## config.mk

```make
export PLATFORM = sky130hd
export DESIGN_NAME = running_median_multiset_unit
export DESIGN_NICKNAME = d
export VERILOG_FILES = /design/src/rmm_pkg.sv /design/src/running_median_multiset_unit.sv /design/src/rmm_ram.sv
export SDC_FILE = /design/constraint.sdc
export NUM_CORES = 2
export LEC_CHECK = 0
export ABC_CLOCK_PERIOD_IN_PS = 6060
export BUFFER_PORTS_ARGS = -buffer_cell sky130_fd_sc_hd__buf_2
export CORE_MARGIN = 3
export CORE_UTILIZATION = 40
export DETAILED_ROUTE_END_ITERATION = 6
export HOLD_SLACK_MARGIN = 0.02
export SETUP_SLACK_MARGIN = 0.5
export SLEW_MARGIN = 0
export SYNTH_ARGS = -nofsm -noshare
export SYNTH_HDL_FRONTEND = slang
export SYNTH_SLANG_ARGS = --single-unit
```

## constraint.sdc

```tcl
create_clock -name clk -period 6.06 [get_ports clk]
set_input_delay 0.606 -clock clk [delete_from_list [all_inputs] [get_ports clk]]
set_output_delay 0.606 -clock clk [all_outputs]
set_load 0.01 [all_outputs]
```

## src/rmm_pkg.sv

```systemverilog
`default_nettype none
package rmm_pkg;
	localparam int Capacity = 64;
	localparam int ValueWidth = 32;
	localparam int AddrW = $clog2(Capacity);
	localparam int CountW = $clog2(Capacity + 1);

	localparam logic [1:0] KIND_ADD = 2'd0;
	localparam logic [1:0] KIND_REMOVE = 2'd1;
	localparam logic [1:0] KIND_MEDIAN = 2'd2;

	localparam logic [1:0] ST_OK = 2'd0;
	localparam logic [1:0] ST_EMPTY = 2'd1;
	localparam logic [1:0] ST_MISSING = 2'd2;
	localparam logic [1:0] ST_FULL = 2'd3;

	typedef logic signed [ValueWidth-1:0] value_t;
endpackage
`default_nettype wire

```

## src/running_median_multiset_unit.sv

```systemverilog
`default_nettype none
// Channel   | Direction | Handshake              | Fields
// command   | in        | start high, busy low   | kind, value
// result    | out       | done strobe, one cycle | status, median_value, element_count
//
// An add or remove walks the sorted store one entry a cycle through a single
// RAM read port; a median query sets the read address, waits out the
// registered read and then reports the result.
// Reset clears the count, done, the sequencer and its scan flags; the store is
// never cleared, because no entry at or above the count is ever used.
// The receiver cannot stall: the result word is shown for one cycle with done.
module running_median_multiset_unit (
	input  wire logic                    clk,
	input  wire logic                    arst_n,
	input  wire logic                    start,
	output logic                         busy,
	input  wire logic [1:0]              kind,
	input  wire logic signed [31:0]      value,
	output logic                         done,
	output logic [1:0]                   status,
	output logic signed [31:0]           median_value,
	output logic [6:0]                   element_count
);
	localparam int AW = rmm_pkg::AddrW;
	localparam int CW = rmm_pkg::CountW;

	// Sequencer states.
	localparam logic [2:0] S_IDLE = 3'd0;
	localparam logic [2:0] S_MED  = 3'd1; // median read in flight
	localparam logic [2:0] S_SCAN = 3'd2; // walking the store
	localparam logic [2:0] S_FIN  = 3'd3; // final write and report

	logic [2:0]          state_q;
	logic [1:0]          kind_q;
	rmm_pkg::value_t     val_q;
	logic [CW-1:0]       count_q;
	logic [CW-1:0]       idx_q;    // index of the entry whose data arrives next cycle
	logic                rvalid_q; // read data corresponds to idx_q - 1
	logic                found_q;  // add: insertion point passed; remove: match found
	rmm_pkg::value_t     carry_q;  // add: value being shifted upward

	logic                we;
	logic [AW-1:0]       waddr;
	rmm_pkg::value_t     wdata;
	logic [AW-1:0]       raddr;
	rmm_pkg::value_t     rdata;

	rmm_ram #(.Width(rmm_pkg::ValueWidth), .Depth(rmm_pkg::Capacity)) u_ram (
		.clk(clk), .we(we), .waddr(waddr), .wdata(wdata), .raddr(raddr), .rdata(rdata)
	);

	assign busy = (state_q != S_IDLE);

	// Index of the entry whose data is in rdata this cycle.
	logic [CW-1:0] cur_idx;
	assign cur_idx = idx_q - CW'(1);

	always_comb begin
		raddr = idx_q[AW-1:0];
		if (state_q == S_IDLE) begin
			raddr = (kind == rmm_pkg::KIND_MEDIAN) ? AW'((count_q - CW'(1)) >> 1) : '0;
		end
		if (state_q == S_MED) begin
			raddr = AW'((count_q - CW'(1)) >> 1);
		end
		we = 1'b0;
		waddr = cur_idx[AW-1:0];
		wdata = rdata;
		if (state_q == S_SCAN && rvalid_q) begin
			if (kind_q == rmm_pkg::KIND_ADD) begin
				// Entries above the new value move up by one; the write
				// trails the read so it never clobbers unread data.
				if (found_q) begin
					we = 1'b1;
					wdata = carry_q;
				end else if (rdata > val_q) begin
					we = 1'b1;
					wdata = val_q;
				end
			end else if (found_q) begin
				// Remove: each later entry moves down one place.
				we = 1'b1;
				waddr = AW'(cur_idx - CW'(1));
			end
		end
		if (state_q == S_FIN && kind_q == rmm_pkg::KIND_ADD) begin
			we = 1'b1;
			waddr = count_q[AW-1:0];
			wdata = found_q ? carry_q : val_q;
		end
	end

	always_ff @(posedge clk or negedge arst_n) begin
		if (!arst_n) begin
			state_q <= S_IDLE;
			count_q <= '0;
			done <= 1'b0;
			idx_q <= '0;
			rvalid_q <= 1'b0;
			found_q <= 1'b0;
		end else begin
			done <= 1'b0;
			case (state_q)
				S_IDLE: begin
					if (start) begin
						kind_q <= kind;
						val_q <= value;
						found_q <= 1'b0;
						rvalid_q <= 1'b0;
						idx_q <= '0;
						case (kind)
							rmm_pkg::KIND_ADD: begin
								if (count_q >= CW'(rmm_pkg::Capacity)) begin
									done <= 1'b1;
									status <= rmm_pkg::ST_FULL;
									median_value <= '0;
									element_count <= 7'(count_q);
								end else begin
									state_q <= S_SCAN;
								end
							end
							rmm_pkg::KIND_REMOVE: begin
								state_q <= S_SCAN;
							end
							rmm_pkg::KIND_MEDIAN: begin
								if (count_q == '0) begin
									done <= 1'b1;
									status <= rmm_pkg::ST_EMPTY;
									median_value <= '0;
									element_count <= 7'(count_q);
								end else begin
									state_q <= S_MED;
								end
							end
							default: begin
								done <= 1'b1;
								status <= rmm_pkg::ST_OK;
								median_value <= '0;
								element_count <= 7'(count_q);
							end
						endcase
					end
				end
				S_MED: begin
					state_q <= S_FIN;
				end
				S_SCAN: begin
					if (rvalid_q && kind_q == rmm_pkg::KIND_ADD) begin
						if (found_q || rdata > val_q) begin
							found_q <= 1'b1;
							carry_q <= rdata;
						end
					end else if (rvalid_q && !found_q && rdata == val_q) begin
						found_q <= 1'b1;
					end
					if (idx_q >= count_q) begin
						state_q <= S_FIN;
						rvalid_q <= 1'b0;
					end else begin
						idx_q <= idx_q + CW'(1);
						rvalid_q <= 1'b1;
					end
				end
				S_FIN: begin
					state_q <= S_IDLE;
					done <= 1'b1;
					median_value <= '0;
					status <= rmm_pkg::ST_OK;
					element_count <= 7'(count_q);
					case (kind_q)
						rmm_pkg::KIND_ADD: begin
							count_q <= count_q + CW'(1);
							element_count <= 7'(count_q + CW'(1));
						end
						rmm_pkg::KIND_REMOVE: begin
							if (found_q) begin
								count_q <= count_q - CW'(1);
								element_count <= 7'(count_q - CW'(1));
							end else begin
								status <= rmm_pkg::ST_MISSING;
							end
						end
						default: begin
							median_value <= rdata;
						end
					endcase
				end
				default: state_q <= S_IDLE;
			endcase
		end
	end

	// S_FIN for a median takes the rdata of the read made during S_MED, not of
	// the one set up in S_IDLE, so S_MED keeps the median address on the port.

	chk_count: assert property (@(posedge clk) disable iff (!arst_n)
		count_q <= CW'(rmm_pkg::Capacity))
		else $error("count above capacity");
	chk_busy_done: assert property (@(posedge clk) disable iff (!arst_n)
		done |-> !busy || $past(state_q) == S_IDLE)
		else $error("done while still busy");
	chk_count_step: assert property (@(posedge clk) disable iff (!arst_n)
		(state_q == S_IDLE) |=> (count_q == $past(count_q)))
		else $error("count changed outside a command");
	chk_write_range: assert property (@(posedge clk) disable iff (!arst_n)
		we |-> (CW'(waddr) <= count_q))
		else $error("write beyond stored values");
endmodule
`default_nettype wire

```

## src/rmm_ram.sv

```systemverilog
`default_nettype none
// Single-port-write, single-port-read RAM with registered read data.
module rmm_ram #(
	parameter int Width = 32,
	parameter int Depth = 64
) (
	input  wire logic                     clk,
	input  wire logic                     we,
	input  wire logic [$clog2(Depth)-1:0] waddr,
	input  wire logic [Width-1:0]         wdata,
	input  wire logic [$clog2(Depth)-1:0] raddr,
	output logic      [Width-1:0]         rdata
);
	logic [Width-1:0] mem [Depth];

	always_ff @(posedge clk) begin
		if (we) begin
			mem[waddr] <= wdata;
		end
		rdata <= mem[raddr];
	end
endmodule
`default_nettype wire
```

**Yosys cells after proc, flatten, opt, wreduce, memory -nomap -nowiden**

Memories as Yosys holds them, arrays and structs flattened. A register that Yosys moved wholly into a read port is not among the register bits.
Cells that the tools add are included.

- Flip-flop bits (word level): 127
- Latch bits: 0
- RAM bits: 2048
- Memory bits (read-only): 0
- Input port bits: 37
- Output and inout port bits: 43
- Word-level logic and storage cells: 123
- Memories kept: 1

- $add $sub $neg: 5
- Multipliers: 0
- Div/mod/pow operators: 0
- $lt $le $gt $ge: 3
- Equal/unequal tests: 18
- Shifts and indexed selects: 0
- Multiplexer cells: 62
- Bitwise gates (word level): 0
- Reductions and logical operators: 22

Memory list:

| memory | words | width | rd ports | clocked after memory_dff | write ports | RTL line | RTL |
|---|---|---|---|---|---|---|---|
| u_ram.mem | 64 | 32 | 1 | 1 | 1 | rmm_ram.sv:14 | `logic [Width-1:0] mem [Depth];` |

Operators with widths:

| operator | number |
|---|---|
| 2-to-1 mux 32 bit | 10 |
| one-hot mux 32 bit (3 select lines) | 1 |
| one-hot mux 32 bit (2 select lines) | 1 |
| 2-to-1 mux 6 bit | 7 |
| 2-to-1 mux 7 bit | 6 |
| one-hot mux 7 bit (2 select lines) | 3 |
| == test 32 bit | 1 |
| greater-than comparator 32 bit | 1 |
| one-hot mux 7 bit (3 select lines) | 1 |
| one-hot mux 3 bit (3 select lines) | 2 |
| 2-to-1 mux 1 bit | 16 |
| adder 7 x 1 -> 7 bit (second input constant) | 2 |
| 2-to-1 mux 3 bit | 4 |
| subtractor 6 x 1 -> 6 bit (second input constant) | 2 |
| 2-to-1 mux 2 bit | 5 |
| != test 3 bit (second input constant) | 3 |
| AND reduction 4 bit | 2 |
| greater-or-equal comparator 7 bit | 1 |
| greater-or-equal comparator 7 bit (second input constant) | 1 |
| zero test 7 bit | 1 |
| subtractor 7 x 1 -> 7 bit (second input constant) | 1 |
| == test 3 x 2 -> 1 bit (second input constant) | 2 |
| != test 2 bit (second input constant) | 3 |
| != test 3 x 2 -> 1 bit (second input constant) | 2 |
| other kinds (22) | 32 |

**Logic depth before layout (Yosys ltp)**

- Depth in word-level cells: 8
- Depth in mapped cells: 16
- Mapped depth without buffers: 10

**Modules after synthesis**

Synthesis repeated with hierarchy kept, for this count alone.

- Cell total of the unflattened synthesis: 4089
- Area total of the unflattened synthesis: 86060.0 um^2

Modules (own cells, without submodules):

| module | times used | cells each | area an instance (um^2) | sequential area each (um^2) |
|---|---|---|---|---|
| rmm_ram | 1 | 3324 | 78515.3 | 62139.6 |
| running_median_multiset_unit | 1 | 765 | 7544.7 | 3688.5 |

**Worst setup path after synthesis**

No wires, ideal clock.

- Path kind: register to register
- Start: register val_q[31]
- End: memory u_ram.mem[62][0], enable pin
- Setup time: 461 ps
- Data arrival time: 4539 ps
- Required time: 5599 ps
- Slack: 1060 ps
- Stages on the path, launching flop included: 13
- Buffers on the path: 3
- Clock period less this slack: 5000 ps
- Path through: edfxtp_1 -> inv_1 -> ha_1 -> nand4_1 -> nor3_1 -> a21oi_1 -> and3_1 -> a31o_2 -> buf_2 -> o21a_1 -> clkbuf_1 -> buf_1 -> nor3_1

- Longest elaborated chain between the ends: 8

Ends and longest elaborated chain:

| item | RTL line | RTL |
|---|---|---|
| start, declared | running_median_multiset_unit.sv:35 | `rmm_pkg::value_t val_q;` |
| start signal, assigned | running_median_multiset_unit.sv:107 | `val_q <= value;` |
| greater-than comparator 32 bit | running_median_multiset_unit.sv:76 | `end else if (rdata > val_q) begin` |
| 2-to-1 mux 1 bit | running_median_multiset_unit.sv:76 |  |
| 2-to-1 mux 1 bit | running_median_multiset_unit.sv:73 | `if (found_q) begin` |
| 2-to-1 mux 1 bit | running_median_multiset_unit.sv:70 | `if (kind_q == rmm_pkg::KIND_ADD) begin` |
| 2-to-1 mux 1 bit | running_median_multiset_unit.sv:69 | `if (state_q == S_SCAN && rvalid_q) begin` |
| 2-to-1 mux 1 bit | running_median_multiset_unit.sv:86 | `if (state_q == S_FIN && kind_q == rmm_pkg::KIND_ADD) begin` |
| 2-to-1 mux 1 bit | rmm_ram.sv:17 | `if (we) begin` |
| 2-to-1 mux 1 bit (not written as such) | rmm_ram.sv:18 | `mem[waddr] <= wdata;` |
| end, declared | rmm_ram.sv:14 |  |

No other way between the ends.

**Final worst setup path**

- Start: register count_q[1]
- End: register u_ram.rdata[31] (read register of u_ram.mem)

- Longest elaborated chain between the ends: 4

Ends and longest elaborated chain:

| item | RTL line | RTL |
|---|---|---|
| start, declared | running_median_multiset_unit.sv:36 | `logic [CW-1:0] count_q;` |
| start signal, assigned | running_median_multiset_unit.sv:172 | `count_q <= count_q + CW'(1);` |
| start signal, assigned | running_median_multiset_unit.sv:177 | `count_q <= count_q - CW'(1);` |
| subtractor 7 x 1 -> 7 bit (*) | running_median_multiset_unit.sv:61, running_median_multiset_unit.sv:64 |  |
| 2-to-1 mux 6 bit | running_median_multiset_unit.sv:61 | `raddr = (kind == rmm_pkg::KIND_MEDIAN) ? AW'((count_q - CW'(1)) >> 1) : '0;` |
| 2-to-1 mux 6 bit | running_median_multiset_unit.sv:60 | `if (state_q == S_IDLE) begin` |
| 2-to-1 mux 6 bit (*) | running_median_multiset_unit.sv:63 | `if (state_q == S_MED) begin` |
| end, declared | rmm_ram.sv:12 | `output logic [Width-1:0] rdata` |

Every way passes the cells marked *; elsewhere a longest branch is shown, timed or not.
A chain may end at the register's enable or synchronous reset.

==> out/qor.txt <==
====================================================================================
Run status                                                              finished with violations
Violated checks                                                         capacitance limit
Kind of end point of the critical path                                          flop
Post-route setup slack                                                     0.5698 ns
Most common cell after layout, fill and taps aside                      sky130_fd_sc_hd__edfxtp_1
Num CTS Buffers                                                                  214
ANT nets after route                                                               0
Half-perimeter wire length of the detailed placement result             146100 microns
Crit start category                                                             flop
Number of ports placed on the die boundary                                        80
Number of H-tree levels                                                            4
Syn Inst Count                                                                  6212
First-pass iteration count of the detailed router                                  6
Layout cell share with drive strength beyond 1                                13.08%
Syn avg cell area                                                        14.22 sq um
Pre-CTS setup slack                                                        0.7457 ns
Number of setup buffers added after CTS                                            0
Achievable Freq                                                            182.1 MHz
Worst setup skew after layout                                             0.05181 ns
Path category of the worst min-delay check                                  in2async
Overall track demand over capacity in global routing                          22.47%
Clock latency at the later pin of the worst-skew pair                        0.86 ns
Asr flop ratio synth                                                         0.8613%
Cell variety after synth                                                          83
Clk buf depth                                                                      3
Pin count of the biggest net entering global routing                             183
Number of global-route vias before repair                                      51980
Count of endpoints failing setup in the final report                               0
Pleak                                                                       33.22 nW
Yosys warning total                                                                0
Sequential share of the synthesized area                                      74.53%
Average routed wire per standard cell                                   27.28 microns
Setup TNS after final layout                                                    0 ns
# nets final                                                                    6441
Clock sink total                                                                2206
Initial antenna violation count                                                   11
Die outline height                                                      475.9 microns
Ratio of routed vias to standard cells                                         5.800
Max Cap Violations                                                                 1
Slew of the pin with the lowest slew margin                                 1.482 ns
Data required, critical path                                                 6.80 ns
Global-route wire length before repair                                  373400 microns
Slew HR                                                                      0.2595%
Final worst path period need                                                5.490 ns
TritonCTS clock tree                                                             yes
Type of the worst setup path                                                 reg2reg
Area of the placeable core                                              218400 sq um
Register bit total from synthesis                                               2206
Post-synth EDFFs                                                                2155
Setup repair after global routing missed its margin                               no
DRT Wirelength                                                          258700 microns
Cell chosen for the clock root                                          sky130_fd_sc_hd__clkbuf_16
Total gr overflow                                                                  0
Worst path arrival time                                                      6.23 ns
Register clock-pin slew on the reported worst setup and hold paths           0.07 ns
Tcrit/Tclk final                                                              90.60%
Netlist Area Pre-Place                                                   88320 sq um
Most used cells in the layout excluding fill and tap cells              sky130_fd_sc_hd__edfxtp_1 (2155), sky130_fd_sc_hd__nand2_1 (1411), sky130_fd_sc_hd__nand3_1 (761)
DIE AREA                                                                226500 sq um
DRC violation count after routing                                                  0
Number of pins exceeding their max-slew limit in the final report                  0
Cell total after placement                                                      9044
Mapped Nets                                                                     6297
Vias                                                                           54990
Power density over cell area                                            544.8 nW/um^2
Weighted congestion at the end of routability-driven global placement         0.8717
Non-Filler Instances                                                            9482
Max Fanout on Critical Path                                                        9
Total power                                                                 54.64 mW
Chip width                                                              475.9 microns
Drt initial violations                                                          7114
Port Buffer Count                                                                 79
Initial standard-cell utilization of the core                                 40.43%
Area growth, synth to finish                                                  13.54%
Primary flip-flop cell chosen by synthesis mapping                      sky130_fd_sc_hd__edfxtp_1
Placement row count                                                              171
Hold violation count in the final report                                           0
Peak VDD IR                                                                0.6615 mV
Minimum hold slack                                                         0.2722 ns
====================================================================================
[flip-flops by register name, indices dropped and copies added, names as in the netlist, 7 cells and up]
register / cells
count_q: 7
idx_q: 7
element_count: 7
u_ram.mem: 2048
carry_q: 32
median_value: 32
u_ram.rdata: 32
val_q: 32
[critical path, cell delays in order (launching register included)]
cell                       delay [ns]
sky130_fd_sc_hd__dfrtp_1         0.49
sky130_fd_sc_hd__inv_1           0.27
sky130_fd_sc_hd__ha_1            0.26
sky130_fd_sc_hd__nor3b_2         0.38
sky130_fd_sc_hd__a221o_1         0.32
sky130_fd_sc_hd__o211a_1         0.71
sky130_fd_sc_hd__nand2_1         0.66
sky130_fd_sc_hd__nor2_1          1.04
sky130_fd_sc_hd__a22oi_1         0.36
sky130_fd_sc_hd__o211ai_1        0.49
sky130_fd_sc_hd__or3_1           0.37
[area by class of cell]
cell class / count / area (sq um)
tap: 2941 / 3680
timing repair buffer: 333 / 2640
inverter: 48 / 180.2
clock inverter: 115 / 1012
multi-input combinational: 3553 / 21230
fill: 18860 / 118200
sequential: 2206 / 65830
antenna: 2 / 5.005
clock buffer: 284 / 5710
[timing repair]
action,4_1_cts,5_1_grt
gates resized for setup,0,0
hold buffers,36,0
endpoints found under the hold margin,54,0
[metrics by stage]
stage / area (sq um) / util [%]
5_1_grt: 100300 / 45.91
6_report: 100300 / 45.91
3_3_place_gp: 93140 / 42.64
2_1_floorplan: 88320 / -
3_5_place_dp: 93180 / 42.66
4_1_cts: 100300 / 45.90
[final timing paths]
check | from | end | slack, ns | depth (start not counted)
worst max-delay path | count_q[1] | u_ram.rdata[31] | 0.57 | 10
worst min-delay path | arst_n | found_q | 0.27 | 2
worst max register to register | count_q[1] | u_ram.rdata[31] | 0.57 | 10
worst min register to register | u_ram.rdata[25] | carry_q[25] | 0.53 | 0
max in group asynchronous | arst_n | count_q[2] | 5.43 | 2
min in group clk | value[4] | val_q[4] | 0.47 | 2
[synth_stat cells (19+ instances only)]
| master | n | area, sq um |
|---|---|---|
| sky130_fd_sc_hd__inv_1 | 47 | 176.4 |
| sky130_fd_sc_hd__a32oi_1 | 22 | 192.7 |
| sky130_fd_sc_hd__dfxtp_1 | 32 | 640.6 |
| sky130_fd_sc_hd__nand2_1 | 1413 | 5304 |
| sky130_fd_sc_hd__buf_4 | 31 | 232.7 |
| sky130_fd_sc_hd__a211oi_1 | 72 | 540.5 |
| sky130_fd_sc_hd__nor2_1 | 70 | 262.8 |
| sky130_fd_sc_hd__a22oi_1 | 20 | 150.1 |
| sky130_fd_sc_hd__a311oi_1 | 29 | 254.0 |
| sky130_fd_sc_hd__nand3_1 | 761 | 3809 |
| sky130_fd_sc_hd__nor4_1 | 26 | 162.7 |
| sky130_fd_sc_hd__mux4_2 | 120 | 2703 |
| sky130_fd_sc_hd__o31ai_1 | 28 | 210.2 |
| sky130_fd_sc_hd__and3_1 | 109 | 681.9 |
| sky130_fd_sc_hd__o22ai_1 | 68 | 425.4 |
| sky130_fd_sc_hd__clkbuf_1 | 172 | 645.6 |
| sky130_fd_sc_hd__ha_1 | 48 | 600.6 |
| sky130_fd_sc_hd__mux2i_1 | 73 | 730.7 |
| sky130_fd_sc_hd__o21ai_0 | 64 | 320.3 |
| sky130_fd_sc_hd__dfrtp_1 | 19 | 475.5 |
| sky130_fd_sc_hd__nor3_1 | 104 | 520.5 |
| sky130_fd_sc_hd__nand4_1 | 40 | 250.2 |
| sky130_fd_sc_hd__a21oi_1 | 231 | 1156 |
| sky130_fd_sc_hd__o22a_1 | 33 | 289.0 |
| sky130_fd_sc_hd__buf_1 | 48 | 180.2 |
| sky130_fd_sc_hd__edfxtp_1 | 2155 | 64710 |
| sky130_fd_sc_hd__buf_2 | 142 | 710.7 |
| sky130_fd_sc_hd__o211ai_1 | 35 | 262.8 |
[cells by family (layout without fill, tap and decap cells)]
group           after synthesis  in the layout  synth area share [%]
flops                      2206           2206                 74.53
mux                         194            194                 3.900
simple gates               2567           2567                 12.82
compound gates              722            722                 5.482
fa+ha+maj                    48             48                0.6800
other cells                   0              2                     0
buf+inv                     453            780                 2.369
xor+xnor                     22             22                0.2182
[report_power, final]
group / total [mW] / switching (mW) / internal (mW) / leakage (nW)
combinational: 21.7 / 15.8 / 5.92 / 10.1
sequential: 20.1 / 0.335 / 19.7 / 19.8
clock: 12.9 / 5.72 / 7.18 / 3.27
total: 54.6 / 21.8 / 32.8 / 33.2
[routing by layer]
metal / track usage, % / vias up / share of wire (%)
li1: - / 23770 / -
met3: 3.776 / 381 / 9.1
met2: 34.61 / 2743 / 46
met4: 6.691 / 8 / 2.9
met5: 0 / - / 0.021
met1: 32.81 / 28090 / 42
(Power assumes the default switching activity.)
